File: src/rtl/core/crs_pkg.sv
// crs_pkg: shared types and codes for the clock reference selector
// sample and result payload structs, decision command struct and mode codes
// no dependencies
`timescale 1ns / 1ps

package crs_pkg;

  localparam int WINDOW_W = 16;
  localparam int INDEX_W  = 4;

  localparam logic [1:0] MODE_INT = 2'd0;
  localparam logic [1:0] MODE_EXT = 2'd1;
  localparam logic [1:0] MODE_OFF = 2'd2;

  typedef struct packed {
    logic gps_present;
    logic ext_ref_level;
    logic want_internal;
  } sample_t;

  typedef struct packed {
    logic               led_top;
    logic               led_middle;
    logic               led_bottom;
    logic               pps_internal;
    logic               program_valid;
    logic               table_select;
    logic [INDEX_W-1:0] reg_index;
    logic               last;
  } result_t;

  typedef struct packed {
    logic [1:0] mode;
    logic       pps;
  } cmd_t;

endpackage

File: src/rtl/core/clock_reference_selector.sv
// clock_reference_selector: top level of the reference selector
// path: a deciding sample's command is queued in crs_cmd_fifo, then its results pass the result register
// throughput: one sample per cycle; one result per cycle while pop is high, NUM_REGS per source
// decision; input stalls only when FIFO_DEPTH decisions are queued behind the result register
// reset: synchronous active-high rst clears all control state, window register to 65535
// depends on crs_pkg, crs_front, crs_cmd_fifo, crs_back
`timescale 1ns / 1ps

module clock_reference_selector #(
  parameter int NUM_REGS   = 9,
  parameter int FIFO_DEPTH = 4
) (
  input  logic                          clk,
  input  logic                          rst,
  input  logic                          cfg_valid,
  output logic                          cfg_ready,
  input  logic [crs_pkg::WINDOW_W-1:0]  cfg_data,
  input  logic                          push,
  output logic                          full,
  input  crs_pkg::sample_t              sample,
  output logic                          empty,
  input  logic                          pop,
  output crs_pkg::result_t              result
);
  import crs_pkg::*;

  logic cmd_push;
  cmd_t cmd_in;
  logic cmd_full;
  logic cmd_pop;
  logic cmd_empty;
  cmd_t cmd_out;
  logic take;

  assign full = cmd_full;
  assign take = push && !cmd_full;

  crs_front u_front (
    .clk       (clk),
    .rst       (rst),
    .cfg_valid (cfg_valid),
    .cfg_ready (cfg_ready),
    .cfg_data  (cfg_data),
    .take      (take),
    .sample    (sample),
    .cmd_push  (cmd_push),
    .cmd       (cmd_in)
  );

  crs_cmd_fifo #(
    .DEPTH (FIFO_DEPTH)
  ) u_fifo (
    .clk     (clk),
    .rst     (rst),
    .wr      (cmd_push),
    .wr_data (cmd_in),
    .full    (cmd_full),
    .rd      (cmd_pop),
    .empty   (cmd_empty),
    .rd_data (cmd_out)
  );

  crs_back #(
    .NUM_REGS (NUM_REGS)
  ) u_back (
    .clk       (clk),
    .rst       (rst),
    .cmd_empty (cmd_empty),
    .cmd       (cmd_out),
    .cmd_pop   (cmd_pop),
    .empty     (empty),
    .pop       (pop),
    .result    (result)
  );

endmodule

File: src/rtl/core/crs_front.sv
// crs_front: window tracking, presence detection and source decision
// emits one decision command per decision; depends on crs_pkg
`timescale 1ns / 1ps

module crs_front (
  input  logic                            clk,
  input  logic                            rst,
  input  logic                            cfg_valid,
  output logic                            cfg_ready,
  input  logic [crs_pkg::WINDOW_W-1:0]    cfg_data,
  input  logic                            take,
  input  crs_pkg::sample_t                sample,
  output logic                            cmd_push,
  output crs_pkg::cmd_t                   cmd
);
  import crs_pkg::*;

  logic [WINDOW_W-1:0] activity_window;
  logic                in_window;
  logic [WINDOW_W-1:0] window_count;
  logic [WINDOW_W-1:0] count_next;
  logic                prev_level;
  logic                internal_latched;
  logic                old_switch;
  logic                old_ext_present;
  logic                first_decision;
  logic                pps_select;

  logic       changed;
  logic       close;
  logic       decide;
  logic [1:0] mode;

  assign cfg_ready  = 1'b1;
  assign count_next = window_count + 1'b1;
  assign changed    = sample.ext_ref_level != prev_level;
  assign close      = in_window && (changed || (count_next >= activity_window));
  assign decide     = close && (first_decision || (sample.want_internal != old_switch)
                      || (changed != old_ext_present));

  always_comb begin
    if (sample.want_internal) begin
      mode = internal_latched ? MODE_INT : (changed ? MODE_EXT : MODE_OFF);
    end else begin
      mode = changed ? MODE_EXT : (internal_latched ? MODE_INT : MODE_OFF);
    end
  end

  assign cmd_push = take && decide;
  assign cmd.mode = mode;
  assign cmd.pps  = pps_select;

  always_ff @(posedge clk) begin
    if (rst) begin
      activity_window  <= '1;
      in_window        <= 1'b0;
      window_count     <= '0;
      prev_level       <= 1'b0;
      internal_latched <= 1'b0;
      old_switch       <= 1'b0;
      old_ext_present  <= 1'b0;
      first_decision   <= 1'b1;
      pps_select       <= 1'b1;
    end else begin
      if (cfg_valid && cfg_ready) begin
        activity_window <= cfg_data;
      end
      if (take) begin
        if (!in_window) begin
          in_window        <= 1'b1;
          window_count     <= '0;
          internal_latched <= sample.gps_present;
          prev_level       <= sample.ext_ref_level;
        end else begin
          window_count <= count_next;
          if (close) begin
            in_window <= 1'b0;
          end
          if (decide) begin
            first_decision  <= 1'b0;
            old_switch      <= sample.want_internal;
            old_ext_present <= changed;
            if (mode == MODE_INT) begin
              pps_select <= 1'b1;
            end else if (mode == MODE_EXT) begin
              pps_select <= 1'b0;
            end
          end
        end
      end
    end
  end

endmodule

File: src/rtl/core/crs_cmd_fifo.sv
// crs_cmd_fifo: short first-word-fall-through queue of decision commands
// decouples the decision front from the result back; depends on crs_pkg
`timescale 1ns / 1ps

module crs_cmd_fifo #(
  parameter int DEPTH = 4
) (
  input  logic          clk,
  input  logic          rst,
  input  logic          wr,
  input  crs_pkg::cmd_t wr_data,
  output logic          full,
  input  logic          rd,
  output logic          empty,
  output crs_pkg::cmd_t rd_data
);
  import crs_pkg::*;

  localparam int PW = (DEPTH > 1) ? $clog2(DEPTH) : 1;
  localparam int CW = $clog2(DEPTH + 1);

  cmd_t          mem [DEPTH];
  logic [PW-1:0] wr_ptr;
  logic [PW-1:0] rd_ptr;
  logic [CW-1:0] count;
  logic          do_wr;
  logic          do_rd;

  assign full    = count == CW'(DEPTH);
  assign empty   = count == '0;
  assign do_wr   = wr && !full;
  assign do_rd   = rd && !empty;
  assign rd_data = mem[rd_ptr];

  always_ff @(posedge clk) begin
    if (do_wr) begin
      mem[wr_ptr] <= wr_data;
    end
  end

  always_ff @(posedge clk) begin
    if (rst) begin
      wr_ptr <= '0;
      rd_ptr <= '0;
      count  <= '0;
    end else begin
      if (do_wr) begin
        wr_ptr <= (wr_ptr == PW'(DEPTH - 1)) ? '0 : wr_ptr + 1'b1;
      end
      if (do_rd) begin
        rd_ptr <= (rd_ptr == PW'(DEPTH - 1)) ? '0 : rd_ptr + 1'b1;
      end
      if (do_wr && !do_rd) begin
        count <= count + 1'b1;
      end else if (do_rd && !do_wr) begin
        count <= count - 1'b1;
      end
    end
  end

endmodule

File: src/rtl/core/crs_back.sv
// crs_back: expands decision commands into register-write results
// one result per cycle into an output register while it is empty or popped; depends on crs_pkg
`timescale 1ns / 1ps

module crs_back #(
  parameter int NUM_REGS = 9
) (
  input  logic             clk,
  input  logic             rst,
  input  logic             cmd_empty,
  input  crs_pkg::cmd_t    cmd,
  output logic             cmd_pop,
  output logic             empty,
  input  logic             pop,
  output crs_pkg::result_t result
);
  import crs_pkg::*;

  logic [INDEX_W-1:0] idx;
  logic               out_valid;
  logic               load;
  logic               at_last;
  result_t            item;

  assign at_last = (cmd.mode == MODE_OFF) || (idx == INDEX_W'(NUM_REGS - 1));
  assign load    = !cmd_empty && (!out_valid || pop);
  assign cmd_pop = load && at_last;
  assign empty   = !out_valid;

  always_comb begin
    item = '0;
    case (cmd.mode)
      MODE_INT: begin
        item.led_top       = 1'b1;
        item.led_bottom    = 1'b1;
        item.pps_internal  = 1'b1;
        item.program_valid = 1'b1;
        item.reg_index     = idx;
        item.last          = at_last;
      end
      MODE_EXT: begin
        item.led_middle    = 1'b1;
        item.led_bottom    = 1'b1;
        item.program_valid = 1'b1;
        item.table_select  = 1'b1;
        item.reg_index     = idx;
        item.last          = at_last;
      end
      default: begin
        item.pps_internal = cmd.pps;
        item.last         = 1'b1;
      end
    endcase
  end

  always_ff @(posedge clk) begin
    if (load) begin
      result <= item;
    end
  end

  always_ff @(posedge clk) begin
    if (rst) begin
      idx       <= '0;
      out_valid <= 1'b0;
    end else begin
      if (load) begin
        out_valid <= 1'b1;
        idx       <= at_last ? '0 : idx + 1'b1;
      end else if (pop) begin
        out_valid <= 1'b0;
      end
    end
  end

endmodule
File: config.mk
export PLATFORM = sky130hd
export DESIGN_NAME = clock_reference_selector
export DESIGN_NICKNAME = d
export VERILOG_FILES = /design/src/rtl/core/crs_pkg.sv /design/src/rtl/core/clock_reference_selector.sv /design/src/rtl/core/crs_front.sv /design/src/rtl/core/crs_cmd_fifo.sv /design/src/rtl/core/crs_back.sv
export SDC_FILE = /design/constraint.sdc
export NUM_CORES = 1
export LEC_CHECK = 0
export CAP_MARGIN = 10
export CORE_ASPECT_RATIO = 0.5
export CORE_UTILIZATION = 35
export CTS_BUF_LIST = sky130_fd_sc_hd__clkbuf_4
export CTS_CLUSTER_DIAMETER = 60
export DETAILED_ROUTE_END_ITERATION = 8
export DONT_BUFFER_PORTS = 1
export PLACE_DENSITY_LB_ADDON = 0.15
export REMOVE_ABC_BUFFERS = 1
export SKIP_CTS_REPAIR_TIMING = 1
export SLEW_MARGIN = 5
export SYNTH_ARGS = -nofsm -noshare
export SYNTH_HDL_FRONTEND = slang
export SYNTH_SLANG_ARGS = --single-unit
File: constraint.sdc
create_clock -name clk -period 4.8 [get_ports clk]
set_clock_uncertainty 0.2 [all_clocks]
set_input_delay 0 -clock clk [delete_from_list [all_inputs] [get_ports clk]]
set_output_delay 0 -clock clk [all_outputs]
set_load 0.005 [all_outputs]
==> metrics.yaml <==
status: "finished clean"
fin_crit_ps: 4331
yosysWarnings: 0
cp_max_fo: 7
nFillCells: 1022
drc: 0
synth-main-ff-cell: "dfxtp_1"
drv_slew: 0
grt_pass1_wl_um: 12150
switchingPower_mw: 0.4674
grt.busiest_layer: "met2"
dpl_cell_area_sq_um: 3896
worstHoldStart: "sample[1]"
grt_use_met1: 0.1587
grt.overflow.total: 0
cts_buffers: 9
clockBufferDepth: 2
via_per_inst: 5.039
synth_top_area_cell: "dfxtp_1"
clkLatencyLatePin_ps: 440
combPwrFrac: 0.203
synth_top_cell_area_share: 0.2806
cp-startpoint: "u_front.window_count[3]$_SDFFE_PP0P_"
fmax_mhz: 230.9
min_path_type: "primary input to flop"
drive_above_1_share: 0.08038
hpwl_um: 5612
root_buffer: "clkbuf_4"
timing.hold.ws_ps: 22.82
chipWidth_um: 149.0
synthDistinctLibCells: 52
routed_wirelength_um: 7689
r2r_cells: 15
required_ps: 4980
synth_cells: 393
p_leak_nw: 1.809
antenna_found_initial: 0
slew_headroom: 0.3350
yosysSeqAreaShare: 0.4474
synth_area_sq_um: 3781
cts.htree.levels: 3
yosys_register_bits: 74
initial_core_util: 0.3655
synth-edff-count: 21
arrival_ps: 4510
use_met2: 0.2630
final_cells: 563
r2r-start: "u_front.window_count[3]$_SDFFE_PP0P_"
final_hold_viol_count: 0
power_frac_seq: 0.544
peakVddDrop_uv: 102.5
diodes: 0
crit_end: "u_fifo.count[2]$_SDFFE_PP0P_"
synth.avg_cell_area_sq_um: 9.621
grt_max_degree: 33
grt_usage: 0.1427
synthToLayoutAreaGrowth_pct: 14.53
io_buffers: 0
async_flop_share: 0
ys_top_cells_by_area: "dfxtp_1, edfxtp_1, ha_1, o211ai_1, nor2_1"
crit_type: "flop to flop"
rsz0062_at_grt: "no"
pin_count: 38
dieArea_sq_um: 11250
tritoncts: "built"
routedWlPerCell_um: 13.66
power_density_nw_per_um2: 334.0
yosys.cell_count.top_type: "dfxtp_1"
grt_pass1_vias: 2568
use_met3: 0.04790
drtAntennaViolNets: 0
clock_sinks: 74
design_area_sq_um: 4330
row_count: 26
die_h_um: 75.50
core_sq_um: 10340
setup_viol: 0
rrSetupSlack_ps: 470
setup_tns_ps: 0
drt_pre_antenna_iters: 4
vias: 2837
p_clk_frac: 0.252
finalCritPeriodShare: 0.9022
timing.rr.end: "u_fifo.count[2]$_SDFFE_PP0P_"
power.share.switching: 0.3231
p_total_mw: 1.446
p_int_mw: 0.9790
tightest_slew_ps: 994.2
drtIter0Drc: 118
drv_cap: 0
cp-start-kind: "flop"
clk_pin_slew_ps: 130
placed_cells: 518
synthTopCellsByCount: "dfxtp_1, nor2_1, nand2_1"
gp_congestion: 0.8148
num-nets-final: 468
cp-end-kind: "flop"
-- routing by layer --
metal  up-vias  routed length [um]
met5         -                   0
met4         0                  93
met3         9                 269
met2        40                3875
met1      1337                3451
li1       1451                   -
-- layout make-up --
class	instances	area [sq um]	area share
multi-input cells	270	1901	0.4389
clock inverters	7	60.06	0.01387
flip-flops and latches	74	1692	0.3906
well taps	140	175.2	0.04045
repair buffers	31	315.3	0.07281
inverters	32	120.1	0.02774
clock buffers	9	67.56	0.01560
-- logic make-up after synthesis --
group,count (synthesis),synth area share
flip-flops,74,0.4474
AO/OA/AOI/OAI,84,0.1552
AND/OR/NAND/NOR,127,0.1658
other,1,0.0009918
XOR/XNOR,23,0.05724
adder cells (fa/ha/maj),26,0.08802
multiplexers,9,0.03375
buffers and inverters,49,0.05162
-- per-stage QoR --
stage                 util  setup WS, ps
finish              0.4186         469.4
global placement    0.3766         523.2
global route        0.4186         90.24
floorplan                -         806.4
CTS                 0.3890         312.2
detailed placement  0.3766         332.2
-- critical path, stage by stage, from the launching register on --
cell and delay (ps):
dfxtp_1 440, and4_1 270, and4_1 310, and4_1 270
xor2_1 80, ha_1 310, nand4_1 170, nor4_2 460
a311oi_4 120, a21oi_2 310, ha_1 240, inv_1 70
fa_1 420, xor2_1 170, or3_1 310, a21oi_1 130
-- how the worst min path moves through the flow --
stage,end,slack (ps),cells after the start
floorplan,u_back.out_valid$_SDFFE_PP0P_,-130,1
global placement,u_back.out_valid$_SDFFE_PP0P_,-130,1
detailed placement,u_front.internal_latched$_SDFFE_PP0P_,-130,1
CTS,u_back.out_valid$_SDFFE_PP0P_,-640,1
global route,u_front.activity_window[13]$_SDFFE_PP1P_,10,3
finish,u_front.old_switch$_SDFFE_PP0P_,20,4
-- flip-flops by register name, indices dropped and copies added, names as in the netlist, 2 cells and up, named ones only --
name                     cells
u_front.activity_window     16
u_front.window_count        16
u_fifo.mem                  12
u_back.result                9
u_back.idx                   4
u_fifo.count                 3
u_fifo.rd_ptr                2
u_fifo.wr_ptr                2
-- layout by cell type, fill, tap and decap left out, types with 3 or more instances in the layout --
cell type	netlist	layout
dfxtp_1	53	53
nor3_1	14	14
and2_2	4	4
and3_1	5	5
xor2_1	11	11
mux4_2	3	3
nor2b_1	3	3
a21oi_1	23	23
and4_1	5	5
nand2_1	34	34
ha_1	25	25
nand3_1	8	8
xnor2_1	11	11
o21ai_0	10	10
dlygate4sd3_1	0	28
nor2_1	35	35
nand4_1	6	6
edfxtp_1	21	21
mux2i_1	6	6
a211oi_1	6	6
clkbuf_4	0	9
a2bb2oi_1	3	3
o211ai_1	18	18
inv_1	32	32
a21o_1	8	8
-- power by group through the flow --
stage	clock (mW)	sequential (mW)	combinational, mW
floorplan	0	0.789	0.200
global placement	0	0.798	0.252
detailed placement	0	0.804	0.263
CTS	0.383	0.789	0.265
global route	0.404	0.800	0.336
finish	0.365	0.787	0.294
Note: power is estimated with default switching activity, not from simulation.
